**src/smsd_ram.sv**
```systemverilog
// Generic single-write, single-read RAM with registered read data.
module smsd_ram #(
  parameter int WIDTH = 8,
  parameter int DEPTH = 256,
  localparam int AW = (DEPTH > 1) ? $clog2(DEPTH) : 1
) (
  input  logic             clk,
  input  logic             wr_en,
  input  logic [AW-1:0]    wr_addr,
  input  logic [WIDTH-1:0] wr_data,
  input  logic             rd_en,
  input  logic [AW-1:0]    rd_addr,
  output logic [WIDTH-1:0] rd_data
);

  logic [WIDTH-1:0] mem [DEPTH];

  always_ff @(posedge clk) begin
    if (wr_en) begin
      mem[wr_addr] <= wr_data;
    end
    if (rd_en) begin
      rd_data <= mem[rd_addr];
    end
  end

endmodule

```
**config.mk**
```make
export PLATFORM = sky130hd
export DESIGN_NAME = smsd_ram
export DESIGN_NICKNAME = d
export VERILOG_FILES = /design/src/smsd_ram.sv
export SDC_FILE = /design/constraint.sdc
export NUM_CORES = 2
export LEC_CHECK = 0
export ABC_CLOCK_PERIOD_IN_PS = 3500
export BUFFER_PORTS_ARGS = -buffer_cell sky130_fd_sc_hd__buf_4
export CAP_MARGIN = 20
export CORE_MARGIN = 2
export CORE_UTILIZATION = 30
export CTS_CLUSTER_DIAMETER = 30
export CTS_CLUSTER_SIZE = 14
export DETAILED_ROUTE_END_ITERATION = 16
export SYNTH_ARGS = -nofsm -noshare
export SYNTH_HDL_FRONTEND = slang
export SYNTH_SLANG_ARGS = --single-unit
```
**constraint.sdc**
```tcl
create_clock -name clk -period 3.5 [get_ports clk]
set_clock_uncertainty 0.05 [all_clocks]
set_input_delay 0.525 -clock clk [delete_from_list [all_inputs] [get_ports clk]]
set_output_delay 0.525 -clock clk [all_outputs]
set_load 0.02 [all_outputs]
```
==> parameters.txt <==
Parameter                              Value

Global routing
  Overall global routing resource usage    between 15 and 20%
  Global-route wire length before repair    305700 um
  Antenna violations before repair    11
  Via count of the first global-routing pass    42680
  Pin count of the biggest net entering global routing    109
  Total gr overflow    0

Critical path
  Crit path launch type    flip-flop
  Reg2reg path depth    6
  Worst reg2reg endpoint    rd_data[0]
  Category of the critical setup timing path    reg2reg
  Crit path arrival time    3.54 ns
  Minimum setup slack among reg-to-reg paths    0.59 ns
  Worst EP required    4.12 ns
  Crit path capture type    flip-flop
  R2R Path Start    mem[87][0]
  Highest net fanout along the worst path    1

Outcome
  Run status    finished clean

STA
  Transition time of the tightest slew-check pin    0.9395 ns
  Number of max-slew violations in the final report    0
  Final setup violation count    0
  Number of failing hold endpoints at the final stage    0
  Share of the cycle needed by the critical path after routing    a little over four fifths
  Maximum clock frequency    343.3 MHz
  RSZ-0062 raised after global routing    false
  Rel. slew slack    about 37%
  Final critical delay including setup and external delays    2.913 ns
  Hold Worst Slack    between 0.04 and 0.05 ns

Routing
  Remaining design rule violation count    0
  Average wire per standard cell    ~26 um
  Number of vias in the routed layout    41640
  Per-cell via count in the routed design    approximately 5.0
  Routed wire length    approximately 210000 um
  Iteration-0 DRC Markers    ~4700
  DR pass1 iterations    5
  Number of nets still failing antenna checks after routing    0

Finish
  Share of cells above drive strength 1    34.33%
  Number of nets in the finished design    4473
  Finished Layout Cells    8259
  Area added between synthesis and finish    25.51%

Floorplanning
  Total core area    264600 um^2
  Width of the chip    519.2 um
  Number of rows created at floorplan    189
  Initial Utilization    30.09%
  Die Y    around 520 um
  Die ar.    269600 um^2
  Number of I/O pins    35

Min path
  Number of stages on the worst hold path    1
  Worst Hold Launch    wr_data[1]
  Worst hold-check path type    in2reg
  Worst hold endpoint    mem[76][1]

Power
  Power, Total    about 65 mW
  Standby leakage power    about 32 nW
  Power Dens Cells    646.6 nW/um^2
  Peak supply drop    0.4845 mV

Yosys
  Warnings, synthesis    0
  Gate Count Post-Synth    3733
  Post-synthesis async set-or-reset flop share    0%
  Most used DFF post-synth    edfxtp_1
  Post-synthesis net count    ~3800
  Count of unique library cells instantiated by Yosys    54
  Post-synth EDFFs    2056
  Mean instance size in the synthesized netlist    21.33 um^2
  Flip-flop and latch count after synthesis    2056
  Portion of the post-synthesis area used by sequential elements    77.53%
  Syn Std Cell Area    ~80000 um^2

Clock tree
  Setup Buffers After CTS    0
  CTS buffer count    around 370
  Root buffer cell    clkbuf_16
  Clock transition at path regs    0.05 ns
  Sinks on Clock Net    roughly 2100
  Buffers from clock root to sink, at most    4
  Clock tree from TritonCTS    done
  Latest clock arrival within the worst-skew pair    0.96 ns
  Clock H-tree levels    5

Place
  Estimated wirelength of the detail-placed design    136000 um
  Instance count after placement with tap cells included    around 7600
  Port Buf Inserts    34
  Routability congestion estimate from global placement    0.8632

Flow run
  Count of maximum capacitance violations    0
## state kept, by name, summed over array words and instances, names as in the netlist
register and count:
rd_data 8, mem 2048
## worst max-delay path: stages, from the launching register on
cell,delay (ns)
edfxtp_1,0.36
mux4_2,0.51
mux4_2,0.50
nor2b_1,0.19
nor4_1,0.76
buf_4,0.26
nor4_2,0.05
## per-stage QoR
| stage | setup TNS, ns | utilization [%] | worst slack (ns) | cell area [um^2] |
|---|---|---|---|---|
| floorplan | 0 | - | 0.8489 | 79640 |
| global placement | -1.116 | 33.19 | -0.3369 | 87810 |
| detailed placement | -0.9967 | 33.19 | -0.2977 | 87810 |
| CTS | 0 | 37.77 | 0.5503 | 99940 |
| global route | 0 | 37.77 | 0.5541 | 99950 |
| finish | 0 | 37.77 | 0.5875 | 99950 |
## synth_stat cells, drive strengths merged, types with 27 or more instances
| library cell | instances | share of area (%) |
|---|---|---|
| edfxtp | 2056 | 78 |
| mux4 | 456 | 13 |
| nor2 | 282 | 1.3 |
| mux2i | 134 | 1.7 |
| a22oi | 133 | 1.3 |
| buf | 122 | 1.3 |
| clkbuf | 111 | 0.52 |
| a21oi | 96 | 0.60 |
| o221ai | 47 | 0.52 |
| nand3 | 34 | 0.21 |
| nand2 | 33 | 0.16 |
| nor2b | 31 | 0.24 |
| o22ai | 28 | 0.22 |
| nor4 | 27 | 0.24 |
## power by group
| part | internal [mW] | switching (mW) |
|---|---|---|
| Sequential | 27.2 | 0.0498 |
| Clock | 22.7 | 12.0 |
| Combinational | 1.03 | 1.72 |
## area by class of cell
cell class                      instances  area [um^2]
Antenna cell                            4        10.01
Clock buffer                          406         9415
Clock inverter                        240         2669
Fill cell                           23590       164700
Inverter                                2        7.507
Multi-Input combinational cell       1442        16490
Sequential cell                      2056        61740
Tap cell                             3533         4420
Timing Repair Buffer                  576         5194
## kinds of logic (layout without fill, tap and decap cells)
logic type      count (synthesis)  in the layout  synth area share, %
compound gates                385            385                3.416
other cells                     0              4                    0
flops                        2056           2056                77.53
mux                           591            591                14.60
simple gates                  466            466                2.625
buf+inv                       235           1224                1.829
## metal layers
| layer | vias to the layer above | GRT usage (%) | wire length, um |
|---|---|---|---|
| met5 | - | 0 | 45 |
| met4 | 8 | 6.196 | 8159 |
| met3 | 389 | 3.688 | 17570 |
| met2 | 1843 | 24.46 | 100600 |
| met1 | 22140 | 20.61 | 85920 |
| li1 | 17260 | - | - |
## cell usage in the layout (no fill, tap or decap), types with 35 or more instances in the layout
| master | synthesis | final |
|---|---|---|
| clkinvlp_4 | 0 | 38 |
| mux2i_1 | 134 | 134 |
| buf_12 | 8 | 63 |
| clkinv_2 | 0 | 48 |
| a21oi_1 | 96 | 96 |
| nor2_1 | 282 | 279 |
| o221ai_1 | 46 | 46 |
| a22oi_1 | 133 | 133 |
| clkinv_1 | 1 | 38 |
| clkbuf_1 | 111 | 35 |
| buf_4 | 27 | 499 |
| clkbuf_16 | 0 | 371 |
| bufinv_16 | 0 | 44 |
| mux4_2 | 454 | 454 |
| edfxtp_1 | 2056 | 2056 |
## how the worst max path moves through the flow
stage | start | depth (start not counted) | endpoint | slack, ns
final | mem[87][0] | 6 | rd_data[0] | 0.59
after global routing | mem[83][4] | 6 | rd_data[4] | 0.55
after CTS | mem[83][4] | 6 | rd_data[4] | 0.55
after detailed placement | rd_addr[1] | 12 | rd_data[0] | -0.30
after global placement | rd_addr[1] | 12 | rd_data[0] | -0.34
after floorplan | rd_addr[0] | 9 | rd_data[2] | 0.85
## repair_timing
item                      in CTS  in global routing
hold buffers                   4                  0
hold endpoints to repair      65                  0
resized for setup              0                  0
No activity file was read; power rests on OpenSTA's default activity.
