===== src/smsd_pkg.sv =====
// Shared constants and control types of the sliding median spike detector.
package smsd_pkg;

  localparam int VALUE_RANGE_DEF = 256;
  localparam int WINDOW_MAX_DEF  = 256;
  localparam int SAMPLE_W        = 8;
  localparam int LEN_W           = 9;
  localparam int DMED_W          = 9;
  localparam int COUNT_W         = 32;
  localparam int TDATA_W         = 48;

  // Control flags that travel with the median wavefront from cell to cell.
  typedef struct packed {
    logic valid;
    logic lo_found;
    logic hi_found;
  } wave_ctl_t;

  // Histogram update command broadcast to every cell.
  typedef struct packed {
    logic clear;
    logic inc_en;
    logic dec_en;
  } hist_upd_t;

endpackage


===== src/smsd_cell.sv =====
// One histogram bin: holds its count and adds it to the passing median wavefront.
module smsd_cell #(
  parameter int CNT_W = 9,
  parameter int VAL_W = 8,
  parameter int INDEX = 0
) (
  input  logic                     clk,
  input  logic                     rst,
  input  smsd_pkg::hist_upd_t      upd,
  input  logic [VAL_W-1:0]         inc_val,
  input  logic [VAL_W-1:0]         dec_val,
  input  logic [CNT_W-1:0]         r_lo,
  input  logic [CNT_W-1:0]         r_hi,
  input  smsd_pkg::wave_ctl_t      ctl_in,
  input  logic [CNT_W-1:0]         sum_in,
  input  logic [VAL_W-1:0]         lo_in,
  input  logic [VAL_W-1:0]         hi_in,
  output smsd_pkg::wave_ctl_t      ctl_out,
  output logic [CNT_W-1:0]         sum_out,
  output logic [VAL_W-1:0]         lo_out,
  output logic [VAL_W-1:0]         hi_out
);
  import smsd_pkg::*;

  localparam logic [VAL_W-1:0] MY_VAL = VAL_W'(INDEX);

  logic [CNT_W-1:0] cnt;
  logic [CNT_W-1:0] cnt_next;
  logic [CNT_W-1:0] sum_new;
  logic             lo_hit;
  logic             hi_hit;
  logic             do_inc;
  logic             do_dec;

  // Increment and decrement apply together; the decrement is taken only from a nonzero bin.
  always_comb begin
    do_inc   = upd.inc_en && (inc_val == MY_VAL);
    do_dec   = upd.dec_en && (dec_val == MY_VAL) && (cnt != '0);
    cnt_next = cnt + CNT_W'(do_inc) - CNT_W'(do_dec);
  end

  always_comb begin
    sum_new = sum_in + cnt;
    lo_hit  = !ctl_in.lo_found && (sum_new > r_lo);
    hi_hit  = !ctl_in.hi_found && (sum_new > r_hi);
  end

  always_ff @(posedge clk) begin
    if (rst || upd.clear) begin
      cnt <= '0;
    end else begin
      cnt <= cnt_next;
    end
  end

  always_ff @(posedge clk) begin
    if (rst) begin
      ctl_out <= '0;
    end else begin
      ctl_out.valid    <= ctl_in.valid;
      ctl_out.lo_found <= ctl_in.lo_found || lo_hit;
      ctl_out.hi_found <= ctl_in.hi_found || hi_hit;
    end
    sum_out <= sum_new;
    lo_out  <= lo_hit ? MY_VAL : lo_in;
    hi_out  <= hi_hit ? MY_VAL : hi_in;
  end

endmodule

===== config.mk =====
export PLATFORM = sky130hd
export DESIGN_NAME = smsd_cell
export DESIGN_NICKNAME = d
export VERILOG_FILES = /design/src/smsd_pkg.sv /design/src/smsd_cell.sv
export SDC_FILE = /design/constraint.sdc
export NUM_CORES = 1
export LEC_CHECK = 0
export BUFFER_PORTS_ARGS = -buffer_cell sky130_fd_sc_hd__clkbuf_2
export CAP_MARGIN = 10
export CORE_MARGIN = 4
export CORE_UTILIZATION = 51
export DETAILED_ROUTE_END_ITERATION = 12
export PLACE_DENSITY = 0.85
export RECOVER_POWER = 50
export SLEW_MARGIN = 10
export SYNTH_ARGS = -nofsm -noshare
export SYNTH_HDL_FRONTEND = slang
export SYNTH_SLANG_ARGS = --single-unit

===== constraint.sdc =====
create_clock -name clk -period 9.8 [get_ports clk]
set_clock_uncertainty 0.05 [all_clocks]
set_input_delay 0.98 -clock clk [delete_from_list [all_inputs] [get_ports clk]]
set_output_delay 0.98 -clock clk [all_outputs]
set_load 0.1 [all_outputs]

==> results.py, run 1 <==
metrics = {
    "power_and_ir_drop": {
        "switching_share_pct": 34.1,
        "powerDensity_nw_per_um2": 155,
        "vdd_ir_drop_max_mv": 0.110,
        "sequentialPowerShare_pct": 36.9,
        "p_clk_share_pct": 36.9,
        "p_total_uw": 436,
        "comb_power_share_pct": 26.2,
        "p_switching_uw": 149,
        "power.leakage_nw": 1.40,
        "internal-power_uw": 287,
    },
    "cts": {
        "ctsHoldBuffers": 0,
        "post_cts_buffers": 0,
        "clock-root-buffer": "clkbuf_8",
        "numCtsBuffers": 5,
        "insertion_delay_ns": 0.29,
        "ctsResizeCount": 0,
        "clock_path_buffers": 2,
        "h-tree-depth": 2,
        "cts_sinks": 37,
        "path_clk_slew_ns": 0.08,
        "tritoncts": "yes",
    },
    "worst_setup_path": {
        "cp-end-kind": "register",
        "start_kind": "input pin",
        "worstPathArrival_ns": 4.05,
        "worstPathMaxFanout": 8,
        "critPathRequiredTime_ns": 9.99,
        "worstSetupPathType": "in -> reg",
    },
    "floorplan": {
        "initial_core_util_pct": 53.6,
        "dieWidth_um": 73.5,
        "core_um2": 4090,
        "dieArea_um2": 5400,
        "die_h_um": 73.5,
        "placement_rows": 23,
        "io_pins": 95,
    },
    "route": {
        "wl_um": 4960,
        "avgRoutedWirePerCell_um": 12.8,
        "ant_nets": 0,
        "vias": 1965,
        "first_pass_iters": 4,
        "viasPerCell": 5.06,
        "drt-initial-drc-count": 54,
        "drc": 0,
    },
    "min_path": {
        "worstHoldPathType": "reg -> reg",
    },
    "synth": {
        "ys_top_cells_by_area": "dfxtp_1 (34%), ha_1 (22%), inv_1 (5.7%), and2_1 (4.9%), a21oi_1 (3.2%)",
        "synth_edf_count": 0,
        "postSynthAreaPerCell_um2": 9.23,
        "ys_ff_latch": 37,
        "synth_common_cells": "ha_1 (38), dfxtp_1 (37), inv_1 (33)",
        "synth.most_common_cell": "ha_1",
        "synthArstFlopShare_pct": 0,
        "yosys.area_share.simple_pct": 19.6,
        "yosysWarnings": 0,
        "syn_area_um2": 2190,
        "synth_top_area_share_pct": 33.8,
        "synth_top_family_by_area": "adder cells",
        "synth_fa_ha_area_share_pct": 23.6,
        "syn_inst": 237,
        "yosysTopAreaCell": "dfxtp_1",
        "synth_cell_type_count": 38,
        "synthFlopType": "dfxtp_1",
        "ys_seq_area_share_pct": 33.8,
        "synth_nets": 344,
        "synth_compound_area_share_pct": 12.3,
        "synth_xor_area_share_pct": 4.80,
        "synth.area.mux_share_pct": 0,
    },
    "sta": {
        "max_freq_ghz": 0.259,
        "rsz0062_at_grt": "no",
        "setup_violations": 0,
        "drv_slew": 0,
        "worst_slew_pin_slew_ns": 1.20,
        "fin_crit_sh_pct": 39.4,
        "tns_ns": 0,
        "layout_setup_ws_ns": 5.93,
        "slew_headroom_pct": 20.6,
        "period_needed_ns": 3.87,
        "hold_viol": 0,
    },
    "finish": {
        "diodes": 0,
        "nets": 444,
        "syn2layout_area_growth_pct": 28.8,
        "final_area_um2": 2820,
        "drive_above_1_share_pct": 23.4,
    },
    "placement": {
        "place_area_um2": 2720,
        "dp_slack_ns": 5.68,
        "gp_congestion": 0.892,
        "port_buffers": 94,
        "dp_hpwl_um": 4120,
    },
    "grt": {
        "grt_max_degree": 14,
        "antenna_found_initial": 0,
        "grt_overflow": 0,
        "grt_util_all_layers_pct": 18.8,
        "grt_pass1_vias": 1979,
        "grt_pass1_wl_um": 7960,
    },
    "flow_run": {
        "maxCapViolations": 0,
    },
    "run_status": {
        "status": "finished, final reports clean",
    },
}
[path summary, 6_finish.rpt]
kind	endpoint	slack, ns	from	cells past startpoint
min	sum_out[0]$_DFF_P_	0.53	cnt[0]$_SDFF_PP0_	1
max reg2reg	lo_out[0]$_SDFF_PP0_	6.36	cnt[0]$_SDFF_PP0_	13
min reg2reg	sum_out[0]$_DFF_P_	0.53	cnt[0]$_SDFF_PP0_	1
max	lo_out[0]$_SDFF_PP0_	5.93	sum_in[0]	14
[routing by layer]
layer | wire length (um) | vias to the layer above | global-route usage [%]
li1 | - | 1008 | -
met1 | 1910 | 888 | 20.3
met2 | 2590 | 59 | 35.3
met3 | 384 | 10 | 5.61
met4 | 70 | 0 | 4.63
met5 | 0 | - | 0
[cells in the final DEF (no fill, tap or decap), types with 3 or more instances in the layout]
cell	Yosys	final
clkbuf_2	0	65
ha_1	38	38
dfxtp_1	37	37
inv_1	33	33
clkbuf_1	1	29
nor2_1	18	18
and2_1	17	17
a21oi_1	14	14
nor3_1	8	8
xnor2_1	7	7
o21ai_0	7	7
nand2_1	6	6
xor2_1	5	5
clkbuf_8	0	5
nand3_1	4	4
o21bai_1	4	4
nand4_1	4	4
a211oi_1	4	4
nor4_1	3	3
[cell families after synthesis]
kind of cell / count (synthesis)
AND/OR/NAND/NOR: 76
adder cells (fa/ha/maj): 40
AO/OA/AOI/OAI: 38
flip-flops: 37
buffers and inverters: 34
XOR/XNOR: 12
[metrics by stage]
stage	util (%)	hold slack, ns	std cells
floorplan	-	0.443	237
finish	69.0	0.535	388
detailed placement	66.5	0.520	380
CTS	69.9	0.538	388
global route	69.0	0.553	388
global placement	66.5	0.493	380
[layout make-up]
class	instances	area, um2
multi-input cells	166	1320
fillers	332	1270
flip-flops and latches	37	741
repair buffers	94	434
inverters	33	124
clock buffers	5	68.8
clock inverters	3	68.8
well taps	50	62.6
[worst max-delay path, stage by stage]
cell and delay [ns]:
clkbuf_2 0.08, ha_1 0.21, fa_1 0.41, a21o_1 0.24, a2111oi_4 0.34, o21bai_1 0.10
a21oi_1 0.18, xnor2_1 0.21, ha_1 0.31, nand4_1 0.13, nor3_1 0.07, a2111o_1 0.40
nand3b_1 0.22, and2_1 0.18
[flip-flops by register name, indices dropped and copies added, names as in the netlist]
register  flops
cnt           9
ctl_out       3
hi_out        8
lo_out        8
sum_out       9
[power by group through the flow]
stage                     Combinational (mW)  Clock (mW)  Sequential, mW
after floorplan                       0.0240           0           0.229
after global placement                 0.115           0           0.165
after detailed placement               0.116           0           0.165
after global routing                   0.122       0.170           0.162
after CTS                              0.117       0.163           0.161
final                                  0.114       0.161           0.161
(Power assumes the default switching activity.)
==> run 2, diff against run 1 <==
Settings changed: CORE_UTILIZATION 51 to 43, PLACE_DENSITY 0.85 to 0.76.
Clock period 9.8 ns to 3.4 ns, I/O delays scaled along.
==> run 2 against run 1 <==
Worst setup slack got worse by 5.7 ns. Hold slack worse by 0.34 ns. Global-route usage shrank 2.7 points. Design area grew 2.4%. Via count is 0.36% higher. Clock power rose by 130%.
==> results.py, run 2 (synthesis gave the netlist of run 1 again) <==
metrics = {
    "run_status": {
        "status": "finished, final reports clean",
    },
    "sta": {
        "max_freq_ghz": 0.315,
        "worst_slew_pin_slew_ns": 1.19,
        "drv_slew": 0,
        "period_needed_ns": 3.18,
        "layout_setup_ws_ns": 0.221,
        "setup_violations": 0,
        "hold_viol": 0,
        "worst_hold_slack_ns": 0.197,
        "slew_headroom_pct": 21.1,
        "fin_crit_sh_pct": 93.5,
    },
    "floorplan": {
        "initial_core_util_pct": 45.4,
        "dieArea_um2": 6290,
        "dieWidth_um": 79.3,
        "die_h_um": 79.3,
        "core_um2": 4820,
        "placement_rows": 25,
        "io_pins": 95,
    },
    "cts": {
        "clock-root-buffer": "clkbuf_8",
        "path_clk_slew_ns": 0.08,
        "tritoncts": "yes",
        "clock_path_buffers": 2,
        "numCtsBuffers": 5,
        "h-tree-depth": 2,
        "ctsHoldBuffers": 0,
        "cts_sinks": 37,
        "insertion_delay_ns": 0.29,
    },
    "route": {
        "wl_um": 5020,
        "drt-initial-drc-count": 39,
        "drc": 0,
        "avgRoutedWirePerCell_um": 12.3,
        "first_pass_iters": 4,
        "viasPerCell": 4.83,
        "ant_nets": 0,
        "vias": 1972,
    },
    "min_path": {
        "worstHoldPathType": "in -> reg",
        "worstHoldPathCells": 2,
    },
    "finish": {
        "layout_common_cells": "clkbuf_2 (66), ha_1 (37), dfxtp_1 (35)",
        "multi_input_area_um2": 1360,
        "final_area_um2": 2890,
        "post-route-util_pct": 59.9,
        "diodes": 0,
        "seq_area_um2": 743,
        "nets": 447,
        "drive_above_1_share_pct": 27.0,
        "nFillCells": 482,
        "final_common_cell": "clkbuf_2",
        "reg_top3": "cnt x9, sum_out x9",
        "syn2layout_area_growth_pct": 31.9,
    },
    "placement": {
        "gp_congestion": 0.880,
        "place_area_um2": 2750,
        "port_buffers": 94,
        "dp_hpwl_um": 4290,
        "dp_slack_ns": -0.0935,
    },
    "worst_setup_path": {
        "critPathRequiredTime_ns": 3.58,
        "r2r_cells": 13,
        "cp_cell_sequence": "ha_4 > fa_2 > a21o_1 > a2111oi_4 > o21bai_1 > a21oi_2 > xnor2_2 > ha_1 > nand4_1 > inv_1 > a2111o_1 > nand3b_1 > and2_1",
        "worstSetupPathType": "reg -> reg",
        "cp-end-kind": "register",
        "slowest_stage": "a2111o_1",
        "worstPathArrival_ns": 3.36,
        "max_stage_delay_ns": 0.38,
        "worstPathMaxFanout": 8,
        "start_kind": "register",
    },
    "power_and_ir_drop": {
        "vdd_ir_drop_max_mv": 0.180,
        "power.leakage_nw": 1.41,
        "powerDensity_nw_per_um2": 407,
        "p_total_mw": 1.17,
    },
    "grt": {
        "grt_pass1_vias": 1955,
        "antenna_found_initial": 0,
        "grt_pass1_wl_um": 8050,
        "grt_util_all_layers_pct": 16.1,
        "grt_max_degree": 14,
        "grt_overflow": 0,
    },
    "flow_run": {
        "maxCapViolations": 0,
    },
}
-- run 2: changes by cell type in the layout (fill, tap and decap cells not counted), sizes merged --
cell      previous run  this run
buf                  0         3
bufinv               2         1
clkinv               0         1
clkinvlp             0         1
inv                 34        33
-- run 2: critical path: cells and delay by family (launching register included) --
kind / cells / cell delay [ns]
AO/OA/AOI/OAI: 5 / 1.24
adder cells (fa/ha/maj): 3 / 0.76
AND/OR/NAND/NOR: 3 / 0.52
flip-flops: 1 / 0.35
XOR/XNOR: 1 / 0.15
buffers and inverters: 1 / 0.06
-- run 2: layout make-up --
class	instances	share of cell area (%)
clock buffers	5	2.38
clock inverters	3	1.60
inverters	33	4.29
multi-input cells	166	47.2
flip-flops and latches	37	25.7
well taps	67	2.90
repair buffers	97	15.9
-- run 2: path summary, 6_finish.rpt --
kind                     start              endpoint  slack (ns)
min                   hi_in[4]  hi_out[4]$_SDFF_PP0_        0.20
max reg2reg  cnt[0]$_SDFF_PP0_  hi_out[1]$_SDFF_PP0_        0.22
min reg2reg  cnt[0]$_SDFF_PP0_    sum_out[0]$_DFF_P_        0.48
max          cnt[0]$_SDFF_PP0_  hi_out[1]$_SDFF_PP0_        0.22
-- run 2: what timing repair did --
action | CTS | global route
resized for setup | 0 | 10
endpoints found under the setup margin | 0 | 18
buffers inserted | 0 | 1
-- run 2: routing by layer --
| metal | track usage (%) | share of wire [%] | up-vias |
|---|---|---|---|
| met5 | 0 | 0 | - |
| li1 | - | - | 1013 |
| met1 | 18.5 | 41 | 889 |
| met4 | 5.15 | 0.94 | 0 |
| met2 | 29.5 | 51 | 64 |
| met3 | 3.51 | 6.3 | 6 |
-- run 2: report_power, final --
group | internal, mW | switching [mW]
clock | 0.219 | 0.159
combinational | 0.0765 | 0.255
sequential | 0.459 | 0.00598
total | 0.754 | 0.420
-- run 2: through the flow --
step / setup TNS, ns / instances
floorplan: 0 / 237
global placement: 0 / 399
detailed placement: -1.37 / 399
CTS: 0 / 407
global route: -0.00979 / 408
finish: 0 / 408
